==> src/hw/rtl/ptpts_pkg.sv <==
// ----------------------------------------------------------------------------
// ptpts_pkg
// Shared types and constants for the PTP transparent clock stamping block.
// ----------------------------------------------------------------------------
package ptpts_pkg;

    // Verdict codes carried in the result item.
    typedef enum logic [2:0] {
        ACT_PASS      = 3'd0,
        ACT_DROP_LEN  = 3'd1,
        ACT_DROP_CSUM = 3'd2,
        ACT_OTHER     = 3'd3,
        ACT_INGRESS   = 3'd4,
        ACT_HW        = 3'd5,
        ACT_CORRECTED = 3'd6
    } t_action;

    // Configuration register indexes (byte address is four times the index).
    typedef enum logic [2:0] {
        REG_CLASSIFY = 3'd0,
        REG_CSUM     = 3'd1,
        REG_USE_HW   = 3'd2,
        REG_TOFF     = 3'd3,
        REG_PPB      = 3'd4
    } t_reg_idx;

    localparam int APB_AW = 5;
    localparam int APB_DW = 32;

    localparam logic [15:0] PTP_EVENT_PORT   = 16'd319;
    localparam int          CORRECTION_SHIFT = 16;
    localparam logic [3:0]  MSG_SYNC         = 4'd0;
    localparam logic [3:0]  MSG_DELAY_REQ    = 4'd1;

    // 1e9 = 2^9 * 1953125. The odd factor is divided out with a reciprocal
    // multiply that is exact to within one, followed by a single correction.
    localparam int          NS_POW2_SHIFT = 9;
    localparam logic [20:0] DIV_ODD       = 21'd1953125;
    localparam int          RECIP_SHIFT   = 43;
    localparam logic [22:0] RECIP         =
        23'((64'd1 << RECIP_SHIFT) / 64'(DIV_ODD));

    localparam int FIFO_DEPTH_DEF = 2;

    typedef struct packed {
        logic        is_egress;
        logic        hw_ptp_flag;
        logic        rx_csum_bad;
        logic        is_udp;
        logic [15:0] ip_payload_length;
        logic [15:0] udp_length;
        logic [15:0] udp_dst_port;
        logic        l4_csum_good;
        logic [3:0]  msg_type;
        logic [63:0] timestamp_ns;
        logic [31:0] type_specific_in;
        logic [63:0] correction_in;
    } t_in_item;

    typedef struct packed {
        t_action     action;
        logic [31:0] type_specific_out;
        logic [63:0] correction_out;
        logic [63:0] tx_timestamp;
    } t_out_item;

    typedef struct packed {
        logic               classify;
        logic               csum;
        logic               use_hw;
        logic [31:0]        toff;
        logic signed [20:0] ppb;
    } t_cfg;

    // One classified item on its way from the front end to the back end.
    typedef struct packed {
        logic        calc;
        t_action     action;
        logic [63:0] ts;
        logic [31:0] diff;
        logic [32:0] base;
        logic [31:0] tsf;
        logic [63:0] corr;
    } t_work;

endpackage

==> src/hw/rtl/ptpts_front.sv <==
// ----------------------------------------------------------------------------
// ptpts_front
// Classifies one packet header into a verdict, or marks it for the egress
// residence time calculation.
// ----------------------------------------------------------------------------
module ptpts_front (
    input  ptpts_pkg::t_in_item i_item,
    input  ptpts_pkg::t_cfg     i_cfg,
    output ptpts_pkg::t_work    o_work
);
    import ptpts_pkg::*;

    logic filtered;
    logic csum_good;
    logic evt_msg;

    always_comb begin
        filtered  = !i_item.is_egress &&
                    ((i_cfg.classify && !i_item.hw_ptp_flag) ||
                     (i_cfg.csum && i_item.rx_csum_bad));
        csum_good = (!i_item.is_egress && i_cfg.csum) || i_item.l4_csum_good;
        evt_msg   = (i_item.msg_type == MSG_SYNC) ||
                    (i_item.msg_type == MSG_DELAY_REQ);

        o_work.calc   = 1'b0;
        o_work.action = ACT_PASS;
        o_work.ts     = i_item.timestamp_ns;
        o_work.diff   = i_item.timestamp_ns[31:0] - i_item.type_specific_in;
        o_work.base   = '0;
        o_work.tsf    = i_item.type_specific_in;
        o_work.corr   = i_item.correction_in;

        priority if (filtered || !i_item.is_udp) begin
            o_work.action = ACT_PASS;
        end else if (i_item.udp_length > i_item.ip_payload_length) begin
            o_work.action = ACT_DROP_LEN;
        end else if (i_item.udp_dst_port != PTP_EVENT_PORT) begin
            o_work.action = ACT_PASS;
        end else if (!csum_good) begin
            o_work.action = ACT_DROP_CSUM;
        end else if (!evt_msg) begin
            o_work.action = ACT_OTHER;
        end else if (!i_item.is_egress) begin
            o_work.action = ACT_INGRESS;
            o_work.tsf    = i_item.timestamp_ns[31:0];
        end else begin
            // Final verdict for egress is settled in the back end.
            o_work.calc = 1'b1;
            o_work.tsf  = '0;
        end
    end

endmodule

==> config.mk <==
export PLATFORM = sky130hd
export DESIGN_NAME = ptpts_front
export DESIGN_NICKNAME = d
export VERILOG_FILES = /design/src/hw/rtl/ptpts_pkg.sv /design/src/hw/rtl/ptpts_front.sv
export SDC_FILE = /design/constraint.sdc
export NUM_CORES = 1
export LEC_CHECK = 0
export BUFFER_PORTS_ARGS = -buffer_cell sky130_fd_sc_hd__buf_2
export CORE_AREA = 3 3 195 197
export DETAILED_ROUTE_END_ITERATION = 7
export DIE_AREA = 0 0 198 200
export PLACE_DENSITY = 0.37
export SLEW_MARGIN = 5
export SYNTH_ARGS = -nofsm -noshare
export SYNTH_HDL_FRONTEND = slang
export SYNTH_SLANG_ARGS = --single-unit
==> constraint.sdc <==
create_clock -name vclk -period 2.66
set_input_delay 0.133 -clock vclk [all_inputs]
set_output_delay 0.133 -clock vclk [all_outputs]
set_load 0.01 [all_outputs]
==> flow_metrics.env <==
export IMPL_hp_class="primary input to primary output"
export IMPL_n_fill_cell=4241
export IMPL_crit_fanout=4
export IMPL_p_leak_nw=2.91
export IMPL_crit_end="o_work[157]"
export IMPL_finalSetupViolCount=0
export IMPL_status="finished, final reports clean"
export IMPL_synth_mux_area_share_pct=7.80
export IMPL_grt_pass1_vias=4038
export IMPL_nClkBuffers=0
export IMPL_max_slew_margin_pct=62.5
export IMPL_fp_coreArea_um2=36400
export IMPL_clkPwrFrac_pct=0
export IMPL_worstMarginPinSlew_ps=558
export IMPL_internal_power_mw=0.503
export IMPL_track_usage_pct=8.44
export IMPL_synth_commonest_cells="164 x buf_4, 61 x nand2_1, 59 x inv_1, 47 x ha_1, 38 x a21oi_1"
export IMPL_area_delta_synth_final_pct=28.0
export IMPL_postSynthCellCount=589
export IMPL_fp_dieW_um=198
export IMPL_power_frac_seq_pct=0
export IMPL_switching_power_mw=0.653
export IMPL_layout_drive_gt1_share_pct=43.7
export IMPL_fmax_mhz=389
export IMPL_fin_setup_tns_ps=0
export IMPL_maxSlewViolCount=0
export IMPL_p_total_mw=1.16
export IMPL_cp_start_kind="primary input"
export IMPL_multiInputGateArea_um2=2910
export IMPL_nFlopsAndLatches=0
export IMPL_synth_top_family_by_area="buffers and inverters"
export IMPL_regArea_um2=0
export IMPL_dp_hpwl_um=16600
export IMPL_synth_xor_area_share_pct=6.35
export IMPL_dpl_cell_area_um2=5050
export IMPL_p_sw_share_pct=56.5
export IMPL_synth_area_per_cell_um2=7.03
export IMPL_route_detailed_drc=0
export IMPL_wl_per_cell_um=15.4
export IMPL_antenna_found_initial=1
export IMPL_seq_area_frac_synth_pct=0
export IMPL_start_util_pct=11.4
export IMPL_crit_required_ps=2530
export IMPL_slowest_stage="fa_2"
export IMPL_max_cap_violations=0
export IMPL_final_area_um2=5300
export IMPL_startpoint="i_item[96]"
export IMPL_synthDistinctLibCells=59
export IMPL_placedCellCount=1184
export IMPL_power_density_nw_per_um2=218
export IMPL_dieArea_um2=39600
export IMPL_synthAdderAreaFrac_pct=14.7
export IMPL_vias=4129
export IMPL_drt_vias_per_instance=3.47
export IMPL_grt_max_degree=32
export IMPL_dpl_worst_slack_ps=-332
export IMPL_grt_overflow_total=0
export IMPL_ioPinCount=502
export IMPL_synth_top_cell_by_area="buf_4"
export IMPL_ys_warn_count=0
export IMPL_endpoint_kind="primary output"
export IMPL_yosys_area_share_simple_pct=14.5
export IMPL_crit_arrival_ps=2440
export IMPL_combPwrFrac_pct=100.0
export IMPL_cp_cell_sequence="buf_8 > inv_6 > ha_4 > fa_2 > and2b_2 > o2111ai_4 > a21oi_4 > a31oi_4 > o31ai_4 > buf_6 > a211oi_4 > xnor2_1 > buf_2"
export IMPL_postLayoutSetupSlackWorst_ps=90.9
export IMPL_peakVddDrop_mv=0.0980
export IMPL_placementRows=70
export IMPL_antenna_cells=0
export IMPL_place_congestion=0.769
export IMPL_ant_nets=0
export IMPL_hp_start="i_item[135]"
export IMPL_path_class="primary input to primary output"
export IMPL_drt_initial_drc_count=141
export IMPL_routed_wl_um=18300
export IMPL_fin_crit_ps=2570
export IMPL_rsz0062_at_grt="true"
export IMPL_synthDominantCellAreaShare_pct=29.7
export IMPL_fin_nets=1046
export IMPL_fin_cells=1191
export IMPL_hold_viol_final=0
export IMPL_grt_pass1_wl_um=25500
export IMPL_yosysMostFrequentCell="buf_4"
export IMPL_synth_compound_area_share_pct=19.8
export IMPL_period_share_pct=96.6
export IMPL_synthTopCellsByArea="buf_4 30%, ha_1 14%, mux2i_1 7.3%"
export IMPL_die_y_um=200
export IMPL_max_stage_delay_ps=350
export IMPL_dr_pass1_iters=4
export IMPL_syn_area_um2=4140
export IMPL_port_buffers=222
-- repair_timing --
item | 4_1_cts | 5_1_grt
hold buffers | 0 | 0
buffers inserted | 4 | 4
pin swaps | 4 | 17
gates resized for setup | 17 | 25
setup endpoints to repair | 10 | 37
-- kinds of logic (layout without fill, tap and decap cells) --
kind of cell,after synthesis,after routing
fa+ha+maj,48,48
mux,32,32
buf+inv,235,337
other cells,1,33
compound gates,117,117
simple gates,126,126
xor+xnor,30,30
-- stage by stage --
step	util, %	hold slack (ps)
after global routing	14.5	266
after CTS	14.2	266
after floorplan	-	314
after detailed placement	13.9	266
after global placement	13.9	266
final	14.5	266
-- power by group through the flow --
stage	Sequential (mW)	Combinational [mW]	Clock [mW]
6_report	0	1.16	0
5_1_grt	0	1.29	0
4_1_cts	0	1.15	0
3_5_place_dp	0	1.12	0
3_3_place_gp	0	1.12	0
2_1_floorplan	0	0.809	0
-- worst min-delay path by stage --
stage               cells past startpoint  slack [ps]          end
floorplan                               1         310  o_work[227]
global placement                        0         270   o_work[15]
detailed placement                      0         270   o_work[15]
CTS                                     0         270   o_work[15]
global route                            0         270   o_work[42]
finish                                  0         270  o_work[200]
-- cell type report --
| class | count | share of cell area (%) |
|---|---|---|
| multi-input combinational | 386 | 54.9 |
| inverter | 59 | 4.27 |
| timing repair buffer | 278 | 29.7 |
| tap | 468 | 11.0 |
-- critical path: cells and delay by family --
family                   cells  cell delay [ps]
AND/OR/NAND/NOR              1              270
AO/OA/AOI/OAI                5              950
buffers and inverters        4              430
XOR/XNOR                     1              150
adder cells (fa/ha/maj)      2              500
-- cell usage in the layout (no fill, tap or decap), drive strengths merged, types with 3 or more instances in the layout --
| cell | instances |
|---|---|
| nor2b | 3 |
| conb | 33 |
| a21o | 16 |
| nand4b | 3 |
| nand4 | 9 |
| nand3 | 7 |
| o21a | 8 |
| nor3 | 4 |
| mux2i | 30 |
| nor2 | 23 |
| nand2 | 61 |
| nand2b | 3 |
| o211ai | 5 |
| ha | 47 |
| xor2 | 9 |
| o21bai | 6 |
| inv | 59 |
| a21oi | 43 |
| xnor2 | 21 |
| o21ai | 18 |
| buf | 278 |
-- per-layer routing --
layer	up-vias	wire, um	global-route usage [%]
met5	-	13	0
li1	2061	-	-
met1	1843	7840	10.6
met4	2	412	1.65
met2	187	8620	14.7
met3	36	1450	2.11
No activity file was read; power rests on OpenSTA's default activity.
