## config.mk

```make
export PLATFORM = sky130hd
export DESIGN_NAME = ptpts_fifo
export DESIGN_NICKNAME = d
export VERILOG_FILES = /design/src/hw/rtl/ptpts_pkg.sv /design/src/hw/rtl/ptpts_fifo.sv
export SDC_FILE = /design/constraint.sdc
export NUM_CORES = 1
export LEC_CHECK = 0
export BUFFER_PORTS_ARGS = -buffer_cell sky130_fd_sc_hd__buf_2
export CORE_ASPECT_RATIO = 0.8
export CORE_UTILIZATION = 45
export DETAILED_ROUTE_END_ITERATION = 6
export GPL_ROUTABILITY_DRIVEN = 0
export PLACE_DENSITY = 0.7
export RECOVER_POWER = 50
export SETUP_SLACK_MARGIN = 0.1
export SLEW_MARGIN = 10
export SYNTH_ARGS = -nofsm -noshare
export SYNTH_HDL_FRONTEND = slang
export SYNTH_SLANG_ARGS = --single-unit
```

## constraint.sdc

```tcl
create_clock -name i_clk -period 13 [get_ports i_clk]
set_clock_uncertainty 0.1 [all_clocks]
set_input_delay 1.3 -clock i_clk [delete_from_list [all_inputs] [get_ports i_clk]]
set_output_delay 1.3 -clock i_clk [all_outputs]
set_load 0.05 [all_outputs]
```

## src/hw/rtl/ptpts_pkg.sv

```systemverilog
// ----------------------------------------------------------------------------
// ptpts_pkg
// Shared types and constants for the PTP transparent clock stamping block.
// ----------------------------------------------------------------------------
package ptpts_pkg;

    // Verdict codes carried in the result item.
    typedef enum logic [2:0] {
        ACT_PASS      = 3'd0,
        ACT_DROP_LEN  = 3'd1,
        ACT_DROP_CSUM = 3'd2,
        ACT_OTHER     = 3'd3,
        ACT_INGRESS   = 3'd4,
        ACT_HW        = 3'd5,
        ACT_CORRECTED = 3'd6
    } t_action;

    // Configuration register indexes (byte address is four times the index).
    typedef enum logic [2:0] {
        REG_CLASSIFY = 3'd0,
        REG_CSUM     = 3'd1,
        REG_USE_HW   = 3'd2,
        REG_TOFF     = 3'd3,
        REG_PPB      = 3'd4
    } t_reg_idx;

    localparam int APB_AW = 5;
    localparam int APB_DW = 32;

    localparam logic [15:0] PTP_EVENT_PORT   = 16'd319;
    localparam int          CORRECTION_SHIFT = 16;
    localparam logic [3:0]  MSG_SYNC         = 4'd0;
    localparam logic [3:0]  MSG_DELAY_REQ    = 4'd1;

    // 1e9 = 2^9 * 1953125. The odd factor is divided out with a reciprocal
    // multiply that is exact to within one, followed by a single correction.
    localparam int          NS_POW2_SHIFT = 9;
    localparam logic [20:0] DIV_ODD       = 21'd1953125;
    localparam int          RECIP_SHIFT   = 43;
    localparam logic [22:0] RECIP         =
        23'((64'd1 << RECIP_SHIFT) / 64'(DIV_ODD));

    localparam int FIFO_DEPTH_DEF = 2;

    typedef struct packed {
        logic        is_egress;
        logic        hw_ptp_flag;
        logic        rx_csum_bad;
        logic        is_udp;
        logic [15:0] ip_payload_length;
        logic [15:0] udp_length;
        logic [15:0] udp_dst_port;
        logic        l4_csum_good;
        logic [3:0]  msg_type;
        logic [63:0] timestamp_ns;
        logic [31:0] type_specific_in;
        logic [63:0] correction_in;
    } t_in_item;

    typedef struct packed {
        t_action     action;
        logic [31:0] type_specific_out;
        logic [63:0] correction_out;
        logic [63:0] tx_timestamp;
    } t_out_item;

    typedef struct packed {
        logic               classify;
        logic               csum;
        logic               use_hw;
        logic [31:0]        toff;
        logic signed [20:0] ppb;
    } t_cfg;

    // One classified item on its way from the front end to the back end.
    typedef struct packed {
        logic        calc;
        t_action     action;
        logic [63:0] ts;
        logic [31:0] diff;
        logic [32:0] base;
        logic [31:0] tsf;
        logic [63:0] corr;
    } t_work;

endpackage

```

## src/hw/rtl/ptpts_fifo.sv

```systemverilog
// ----------------------------------------------------------------------------
// ptpts_fifo
// Short queue between the classifier and the arithmetic pipeline.
// ----------------------------------------------------------------------------
module ptpts_fifo #(
    parameter int DEPTH = ptpts_pkg::FIFO_DEPTH_DEF
) (
    input  logic             i_clk,
    input  logic             i_rst_n,
    input  logic             i_push,
    input  ptpts_pkg::t_work i_data,
    output logic             o_full,
    input  logic             i_pop,
    output logic             o_empty,
    output ptpts_pkg::t_work o_data
);
    import ptpts_pkg::*;

    localparam int PW = (DEPTH > 1) ? $clog2(DEPTH) : 1;
    localparam int CW = $clog2(DEPTH + 1);

    t_work          r_mem [DEPTH];
    logic [PW-1:0]  r_wp;
    logic [PW-1:0]  r_rp;
    logic [CW-1:0]  r_count;
    logic [PW-1:0]  n_wp;
    logic [PW-1:0]  n_rp;
    logic [CW-1:0]  n_count;
    logic           do_push;
    logic           do_pop;

    assign o_full  = (r_count == CW'(DEPTH));
    assign o_empty = (r_count == '0);
    assign o_data  = r_mem[r_rp];
    assign do_push = i_push && !o_full;
    assign do_pop  = i_pop && !o_empty;

    always_comb begin
        n_wp    = r_wp;
        n_rp    = r_rp;
        n_count = r_count;
        if (do_push) begin
            n_wp = (r_wp == PW'(DEPTH - 1)) ? '0 : r_wp + 1'b1;
        end
        if (do_pop) begin
            n_rp = (r_rp == PW'(DEPTH - 1)) ? '0 : r_rp + 1'b1;
        end
        if (do_push && !do_pop) begin
            n_count = r_count + 1'b1;
        end else if (do_pop && !do_push) begin
            n_count = r_count - 1'b1;
        end
    end

    always_ff @(posedge i_clk) begin
        if (!i_rst_n) begin
            r_wp    <= '0;
            r_rp    <= '0;
            r_count <= '0;
        end else begin
            r_wp    <= n_wp;
            r_rp    <= n_rp;
            r_count <= n_count;
        end
    end

    always_ff @(posedge i_clk) begin
        if (do_push) begin
            r_mem[r_wp] <= i_data;
        end
    end

    a_count_bound: assert property (@(posedge i_clk) disable iff (!i_rst_n)
        r_count <= CW'(DEPTH))
        else $error("queue fill count exceeds its depth");

endmodule

```

==> results of run 1 <==
## stage by stage
step	utilization [%]	hold WS [ns]	total power, mW
final	57.2	0.432	4.85
after global routing	57.2	0.453	5.03
after floorplan	-	0.383	3.37
after detailed placement	53.8	0.422	3.67
after global placement	53.8	0.403	3.66
after CTS	57.6	0.432	4.91
## cell usage in the layout, fill, tap and decap left out, types with 4 or more instances in the layout
cell	synthesis	final
clkinv_2	0	4
edfxtp_1	458	458
buf_2	1	359
clkinv_1	0	12
dfxtp_1	5	4
clkbuf_1	0	117
clkbuf_16	0	49
buf_4	1	8
mux2_2	229	229
## logic make-up (layout without fill, tap and decap cells)
| family | Yosys count | after routing | synth area share (%) |
|---|---|---|---|
| DFF | 463 | 463 | 82.3 |
| and+or+nand+nor | 9 | 9 | 0.327 |
| other | 0 | 2 | 0 |
| adders and majority gates | 1 | 1 | 0.0743 |
| xor gates and xnor gates | 3 | 3 | 0.156 |
| AOI/OAI and AO/OA | 5 | 5 | 0.193 |
| buffers and inverters | 27 | 555 | 1.66 |
| muxes | 229 | 229 | 15.3 |
## worst max-delay path by stage
stage | end | slack, ns | depth (start not counted)
finish | o_data[171] | 8.09 | 4
global route | o_data[171] | 7.84 | 4
CTS | o_data[171] | 7.96 | 4
detailed placement | o_data[171] | 8.56 | 4
global placement | o_data[144] | 8.51 | 4
floorplan | r_wp | 1.97 | 3
## power by group
| part | switching (mW) | internal (mW) | total (mW) |
|---|---|---|---|
| clock network | 0.512 | 0.712 | 1.22 |
| logic | 1.24 | 0.433 | 1.68 |
| registers | 0.0614 | 1.88 | 1.94 |
## area by class of cell
class / instances / area [sq um] / area share (%)
diodes: 2 / 5.00 / 0.0240
clock buffers: 62 / 1290 / 6.22
clock inverters: 18 / 104 / 0.499
inverters: 2 / 7.51 / 0.0361
multi-input cells: 247 / 2700 / 13.0
flip-flops and latches: 463 / 13900 / 66.5
well taps: 480 / 601 / 2.88
repair buffers: 473 / 2250 / 10.8
## sequential cells by signal, summed over array words and instances (netlist names), named ones only
signal and cells:
r_count 2, r_mem 458, r_wp 1, r_rp 1
## metal layers
metal	wire length, microns	up-vias	track usage (%)	share of wire (%)
met5	60	-	0	0.17
met4	898	10	6.44	2.5
met3	3590	77	7.36	10
met2	17600	365	30.2	49
met1	13800	4257	21.5	38
li1	-	3952	-	-
## worst max-delay path: cells and delay by family, from the launching register on
family,cells,cell delay (ns)
buffers and inverters,3,1.69
DFF,1,0.74
muxes,1,0.44
==> impl_metrics.json, run 1 <==
{
  "fin_tns_setup_ns": 0,
  "dp.cells": 1665,
  "async_flop_share_pct": 0,
  "synth_fp_nets": 971,
  "fin_nets": 1467,
  "grt_max_degree": 78,
  "cp_max_fo": 70,
  "postCtsSetupRepairBufs": 0,
  "final_cells": 1747,
  "finish.instance_area_sq_mm": 0.0208,
  "status": "finished, violations left",
  "dr.pass1.iters": 5,
  "drtAntennaViolNets": 0,
  "wire_per_inst_microns": 20.5,
  "holdPathEnd": "r_count[1]",
  "violations": "capacitance limit, slew limit",
  "setup_viol": 0,
  "ys_seq_area_share_pct": 82.3,
  "overflow": 0,
  "ir_drop_uv": 180,
  "crit_slowest_cell": "buf_4",
  "clock.fmax_ghz": 0.204,
  "synth_common_cells": "edfxtp_1 (458), mux2_2 (229), buf_6 (23)",
  "critPathKind": "reg -> out",
  "place_area_sq_mm": 0.0196,
  "critical_path_required_ns": 11.60,
  "critPathCaptureType": "output port",
  "path_clk_slew_ns": 0.06,
  "hp-class": "reg -> reg",
  "start_util_pct": 46.3,
  "hold_buffers": 0,
  "synth_cell_types": 21,
  "synthCells": 737,
  "portBuffers": 463,
  "cts_resized": 0,
  "crit_top_cell": "buf_4",
  "pre_cts_ws_ns": 8.56,
  "reg2regPathDepth": 4,
  "cap_viol_max_count": 3,
  "worst_setup_path_start_kind": "flop",
  "yosysMostFrequentCell": "edfxtp_1",
  "syn_avg_cell_area_sq_um": 22.8,
  "synth_top_area_cell": "edfxtp_1",
  "timing.rr.end": "r_mem[1][39]",
  "die_y_microns": 175,
  "min-delay-start": "r_count[1]",
  "dieWidth_microns": 218,
  "cts_buffers": 46,
  "core_area_sq_mm": 0.0364,
  "worstHoldPathCells": 2,
  "antenna_found_initial": 9,
  "synth_top_area_share_pct": 81.7,
  "r2r_start": "r_count[0]",
  "yosys-top-cells-area": "edfxtp_1 (82%), mux2_2 (15%), buf_6 (1.5%), dfxtp_1 (0.59%), and2_1 (0.11%)",
  "n_fill_cell": 2800,
  "worstPathArrival_ns": 3.51,
  "period_share_pct": 37.8,
  "synth_area_sq_mm": 0.0168,
  "cts_tree": "done",
  "vias_per_cell": 4.96,
  "num_rows": 62,
  "grt_pass1_vias": 9250,
  "numClockSinks": 463,
  "design.portCount": 464,
  "drc": 0,
  "power_density_mw_per_mm2": 233,
  "slowest_delay_ns": 0.80,
  "ys_ff_latch": 463,
  "crit_chain": "buf_4 -> buf_4 -> mux2_2 -> buf_2",
  "rrSetupSlack_ns": 8.56,
  "dp_hpwl_mm": 23.7,
  "die_area_sq_mm": 0.0382,
  "layout_min_cycle_time_ns": 4.91,
  "htreeDepth": 2,
  "clock-root-buffer": "clkbuf_16",
  "cts_buffer_depth": 3,
  "hold_viol_final": 0,
  "rsz0062_at_grt": "false",
  "vias": 8661,
  "gr-usage-all-layers_pct": 18.3,
  "insertion_delay_ns": 0.54,
  "final_layout_size_suffix_gt1_share_pct": 51.7,
  "routed_wl_mm": 35.9,
  "yosysWarningCount": 0,
  "power.leakage_nw": 7.48,
  "grt_pass1_wl_mm": 52.4,
  "drt_iter0_markers": 475,
  "drv_slew": 128,
  "setup_ws_ns": 8.09,
  "maxSlewHeadroom_pct": -69.6,
  "synth-edff-count": 458,
  "synth_flop_cell": "edfxtp_1",
  "syn_to_final_growth_pct": 23.7,
  "tightest_slew_ns": 2.54
}
Power figures use the tool's default switching activity.
==> run 2: changes to the inputs <==
- ABC_AREA: default -> 1
- clock period: 13 -> 4.6 ns (I/O delays scaled with it)
==> impl_metrics.json, run 2 <==
{
  "gr-usage-all-layers_pct": 19.8,
  "synth_flop_cell": "edfxtp_1",
  "hp-class": "in -> reg",
  "dp.cells": 1677,
  "synth_common_cells": "edfxtp_1 (458), mux2_2 (229), buf_6 (23)",
  "cts_buffers": 45,
  "power_density_mw_per_mm2": 589,
  "postCtsSetupRepairBufs": 0,
  "clock-root-buffer": "clkbuf_16",
  "largest_reg_flops": 458,
  "yosysWarningCount": 0,
  "drt_iter0_markers": 625,
  "synth_top_area_cell": "edfxtp_1",
  "overflow": 0,
  "async_flop_share_pct": 0,
  "synth_area_sq_mm": 0.0168,
  "critPathKind": "reg -> reg",
  "final_layout_size_suffix_gt1_share_pct": 40.3,
  "htreeDepth": 2,
  "ir_drop_uv": 464,
  "routed_wl_mm": 38.6,
  "critical_path_required_ns": 4.20,
  "critPathCaptureType": "flop",
  "switching_share_pct": 36.1,
  "insertion_delay_ns": 0.53,
  "final_cells": 1962,
  "n_fill_cell": 2589,
  "layout_min_cycle_time_ns": 3.58,
  "setup_viol": 0,
  "final_common_cell": "edfxtp_1",
  "cts_resized": 0,
  "ys_seq_area_share_pct": 82.2,
  "drv_slew": 336,
  "internal-power_mw": 8.60,
  "violations": "capacitance limit, slew limit",
  "layout_common_cells": "edfxtp_1 (458), buf_2 (298), mux2_2 (229)",
  "synth_cell_types": 14,
  "worstPathArrival_ns": 3.18,
  "rsz0062_at_grt": "false",
  "pwr-share-seq_pct": 41.2,
  "hold_viol_final": 0,
  "start_util_pct": 46.3,
  "synthCells": 750,
  "yosysMostFrequentCell": "edfxtp_1",
  "dr.pass1.iters": 5,
  "fin_tns_setup_ns": 0,
  "syn_avg_cell_area_sq_um": 22.5,
  "num_rows": 62,
  "cap_viol_max_count": 4,
  "maxSlewHeadroom_pct": -86.4,
  "drtAntennaViolNets": 0,
  "numClockSinks": 463,
  "ys_ff_latch": 463,
  "design.portCount": 464,
  "wire_per_inst_microns": 19.7,
  "antenna_found_initial": 5,
  "power_frac_comb_pct": 32.7,
  "cp_max_fo": 103,
  "tightest_slew_ns": 2.80,
  "status": "finished, violations left",
  "syn_to_final_growth_pct": 35.6,
  "drc": 0,
  "vias": 9556,
  "clock.fmax_ghz": 0.279,
  "synth_fp_nets": 984,
  "synth-edff-count": 458,
  "cts_buffer_depth": 3,
  "grt_pass1_wl_mm": 57.4,
  "yosys-top-cells-area": "edfxtp_1 (82%), mux2_2 (15%), buf_6 (1.5%), dfxtp_1 (0.59%), nor2_1 (0.25%)",
  "die_area_sq_mm": 0.0382,
  "power.leakage_nw": 8.20,
  "finish.instance_area_sq_mm": 0.0228,
  "vias_per_cell": 4.87,
  "power.share.clock_pct": 26.1,
  "period_share_pct": 77.9,
  "dieWidth_microns": 218,
  "core_area_sq_mm": 0.0364,
  "path_clk_slew_ns": 0.06,
  "grt_pass1_vias": 10338,
  "regMostFlops": "r_mem",
  "die_y_microns": 175,
  "place_area_sq_mm": 0.0197,
  "fin_nets": 1683,
  "switching_power_mw": 4.85,
  "portBuffers": 463,
  "dp_hpwl_mm": 23.9,
  "cts_tree": "done",
  "synth_top_area_share_pct": 81.6,
  "reg.largest.list": "r_mem (458), r_count (2)",
  "grt_max_degree": 127,
  "worst_setup_path_start_kind": "flop"
}
run 2: cell count changes after synthesis, sizes merged, moves of 2 or more:
cell    previous run  this run
a21boi             2         0
and2               3         0
inv                2         9
nand2              0         6
nor2               2        11
xnor2              2         0
run 2: metrics by stage:
step	power (mW)	util [%]	hold WS, ns	setup WS (ns)
after floorplan	8.97	-	0.367	0.109
after global placement	9.85	54.0	0.380	2.21
after detailed placement	9.88	54.0	0.385	2.18
after CTS	13.5	63.4	0.000178	1.59
after global routing	13.9	62.8	0.0362	0.803
final	13.4	62.8	0.0522	1.02
run 2: timing repair:
item,CTS,global route
hold buffers,203,2
setup endpoints to repair,0,0
hold endpoints to repair,403,4
run 2: path summary, 6_finish.rpt:
check	startpoint	slack (ns)	cells after the start	endpoint
max reg2reg	r_count[1]	1.02	4	r_mem[0][143]
min	i_data[82]	0.05	1	r_mem[1][82]
max	r_count[1]	1.02	4	r_mem[0][143]
min reg2reg	r_rp	0.40	2	flop
run 2: cell families (layout without fill, tap and decap cells):
family | Yosys count | after routing | share of synthesized area (%)
AOI/OAI and AO/OA | 4 | 4 | 0.119
and+or+nand+nor | 19 | 19 | 0.446
buffers and inverters | 34 | 764 | 1.81
muxes | 229 | 229 | 15.3
DFF | 463 | 463 | 82.2
adders and majority gates | 1 | 1 | 0.0743
other | 0 | 2 | 0
run 2: worst max-delay path, cell delays in order (launching register included):
cell      delay, ns
dfxtp_1        0.35
inv_1          0.07
o21ai_0        0.60
nor2_4         0.10
clkbuf_2       1.43
run 2: final cells by class:
cell class	instances	area (sq um)	area share, %
Timing Repair Buffer	677	4260	18.7
Antenna cell	2	5.00	0.0219
Sequential cell	463	13900	60.7
Clock buffer	65	1240	5.44
Multi-Input combinational cell	253	2700	11.8
Clock inverter	13	143	0.624
Tap cell	480	601	2.63
Inverter	9	33.8	0.148
run 2: power by group through the flow:
stage	registers [mW]	logic, mW	clock network [mW]
floorplan	5.57	3.40	0
global placement	5.55	4.30	0
detailed placement	5.58	4.30	0
CTS	5.50	4.46	3.59
global route	5.59	4.59	3.75
finish	5.54	4.40	3.51
run 2: per-layer routing:
layer,global-route usage (%),vias to the layer above,share of wire [%]
met2,34.9,382,52
met3,5.94,63,8.5
met1,23.4,4732,38
li1,-,4375,-
met5,0,-,0.060
met4,5.42,4,2.1
==> run 3: changes to the inputs <==
- ABC_AREA: 1 -> 0
- clock period: 4.6 -> 3.5 ns (I/O delays scaled with it)
==> impl_metrics.json, run 3 (synthesis gave the netlist of run 1 again) <==
{
  "status": "finished, violations left",
  "violations": "capacitance limit, slew limit",
  "hp-class": "in -> reg",
  "ir_drop_uv": 703,
  "routed_wl_mm": 39.9,
  "final_cells": 1985,
  "postCtsSetupRepairBufs": 0,
  "critical_path_required_ns": 3.51,
  "worstPathArrival_ns": 2.92,
  "path_clk_slew_ns": 0.06,
  "regMostFlops": "r_mem",
  "drv_slew": 138,
  "switching_power_mw": 6.97,
  "numClockSinks": 463,
  "wire_per_inst_microns": 20.1,
  "power.share.clock_pct": 25.5,
  "worst_setup_path_start_kind": "flop",
  "vias_per_cell": 4.93,
  "drc": 0,
  "drt_iter0_markers": 601,
  "crit_buf_inv": 2,
  "pwr-share-seq_pct": 39.0,
  "final_layout_size_suffix_gt1_share_pct": 40.9,
  "dieWidth_microns": 218,
  "hold_viol_final": 0,
  "hold_buffers": 230,
  "cap_viol_max_count": 2,
  "portBuffers": 463,
  "cts_resized": 0,
  "num_rows": 62,
  "grt_pass1_wl_mm": 58.6,
  "start_util_pct": 46.3,
  "power_density_mw_per_mm2": 798,
  "pre_cts_ws_ns": 1.19,
  "vias": 9785,
  "cp_max_fo": 66,
  "die_y_microns": 175,
  "critPathCaptureType": "flop",
  "maxSlewHeadroom_pct": -23.7,
  "die_area_sq_mm": 0.0382,
  "fin_nets": 1704,
  "grt_pass1_vias": 10351,
  "crit_slowest_cell": "clkbuf_2",
  "fin_tns_setup_ns": 0,
  "reg.largest.list": "r_mem (458), r_count (2)",
  "htreeDepth": 2,
  "period_share_pct": 83.1,
  "crit_chain": "nand2b_1 -> inv_1 -> nor3_4 -> clkbuf_2",
  "internal-power_mw": 11.6,
  "setup_viol": 0,
  "layout_common_cells": "edfxtp_1 (458), buf_2 (298), dlygate4sd3_1 (230)",
  "clock.fmax_ghz": 0.344,
  "cts_buffers": 46,
  "cts_buffer_depth": 3,
  "grt_max_degree": 76,
  "place_area_sq_mm": 0.0198,
  "clock-root-buffer": "clkbuf_16",
  "drtAntennaViolNets": 0,
  "gr-usage-all-layers_pct": 20.3,
  "antenna_found_initial": 3,
  "power_frac_comb_pct": 35.5,
  "core_area_sq_mm": 0.0364,
  "final_common_cell": "edfxtp_1",
  "dp.cells": 1672,
  "rsz0062_at_grt": "false",
  "layout_min_cycle_time_ns": 2.91,
  "switching_share_pct": 37.5,
  "power.leakage_nw": 8.39,
  "cp_top_family": "buffers and inverters",
  "design.portCount": 464,
  "insertion_delay_ns": 0.54,
  "dp_hpwl_mm": 24.5,
  "tightest_slew_ns": 1.86,
  "largest_reg_flops": 458,
  "critPathKind": "reg -> reg",
  "syn_to_final_growth_pct": 38.3,
  "finish.instance_area_sq_mm": 0.0233,
  "cts_tree": "done",
  "dr.pass1.iters": 4,
  "overflow": 0,
  "setup_ws_ns": 0.591,
  "slowest_delay_ns": 1.34
}
==> run 3: stage by stage <==
| step | utilization [%] | power [mW] | hold WS, ns |
|---|---|---|---|
| 2_1_floorplan | - | 12.4 | 0.349 |
| 3_3_place_gp | 54.4 | 13.7 | 0.402 |
| 3_5_place_dp | 54.4 | 13.8 | 0.411 |
| 4_1_cts | 64.7 | 18.7 | 0.0584 |
| 5_1_grt | 64.0 | 19.2 | 0.0723 |
| 6_report | 64.0 | 18.6 | 0.0857 |
==> run 3: final timing paths <==
| check | start | to | slack, ns | cells past startpoint |
|---|---|---|---|---|
| max | r_count[0] | r_mem[0][215] | 0.59 | 4 |
| min | i_push | r_wp | 0.09 | 3 |
| max reg2reg | r_count[0] | r_mem[0][215] | 0.59 | 4 |
| min reg2reg | r_count[1] | r_count[1] | 0.43 | 2 |
==> run 3: layout make-up <==
| class | instances | area (sq um) |
|---|---|---|
| fillers | 2552 | 13100 |
| inverters | 2 | 7.51 |
| clock inverters | 24 | 189 |
| diodes | 2 | 5.00 |
| repair buffers | 710 | 4660 |
| well taps | 480 | 601 |
| flip-flops and latches | 463 | 13900 |
| clock buffers | 57 | 1260 |
| multi-input cells | 247 | 2710 |
==> run 3: routing by layer <==
metal  GRT usage, %  share of wire [%]  wire length (microns)  vias to the layer above
met5              0              0.025                     10                        -
met4           6.29                2.7                   1070                        2
met3           6.44                8.8                   3500                       76
met2           35.3                 51                  20200                      451
met1           23.9                 38                  15100                     4833
li1               -                  -                      -                     4423
==> run 3: power groups by stage <==
stage	combinational, mW	clock [mW]	sequential [mW]
global placement	6.40	0	7.31
detailed placement	6.42	0	7.34
finish	6.60	4.74	7.25
CTS	6.66	4.83	7.23
floorplan	5.09	0	7.31
global route	6.85	5.05	7.32
==> run 3: worst min-delay path: stages <==
cell	delay, ns
buf_2	0.09
a21boi_0	0.07
o21a_1	0.16
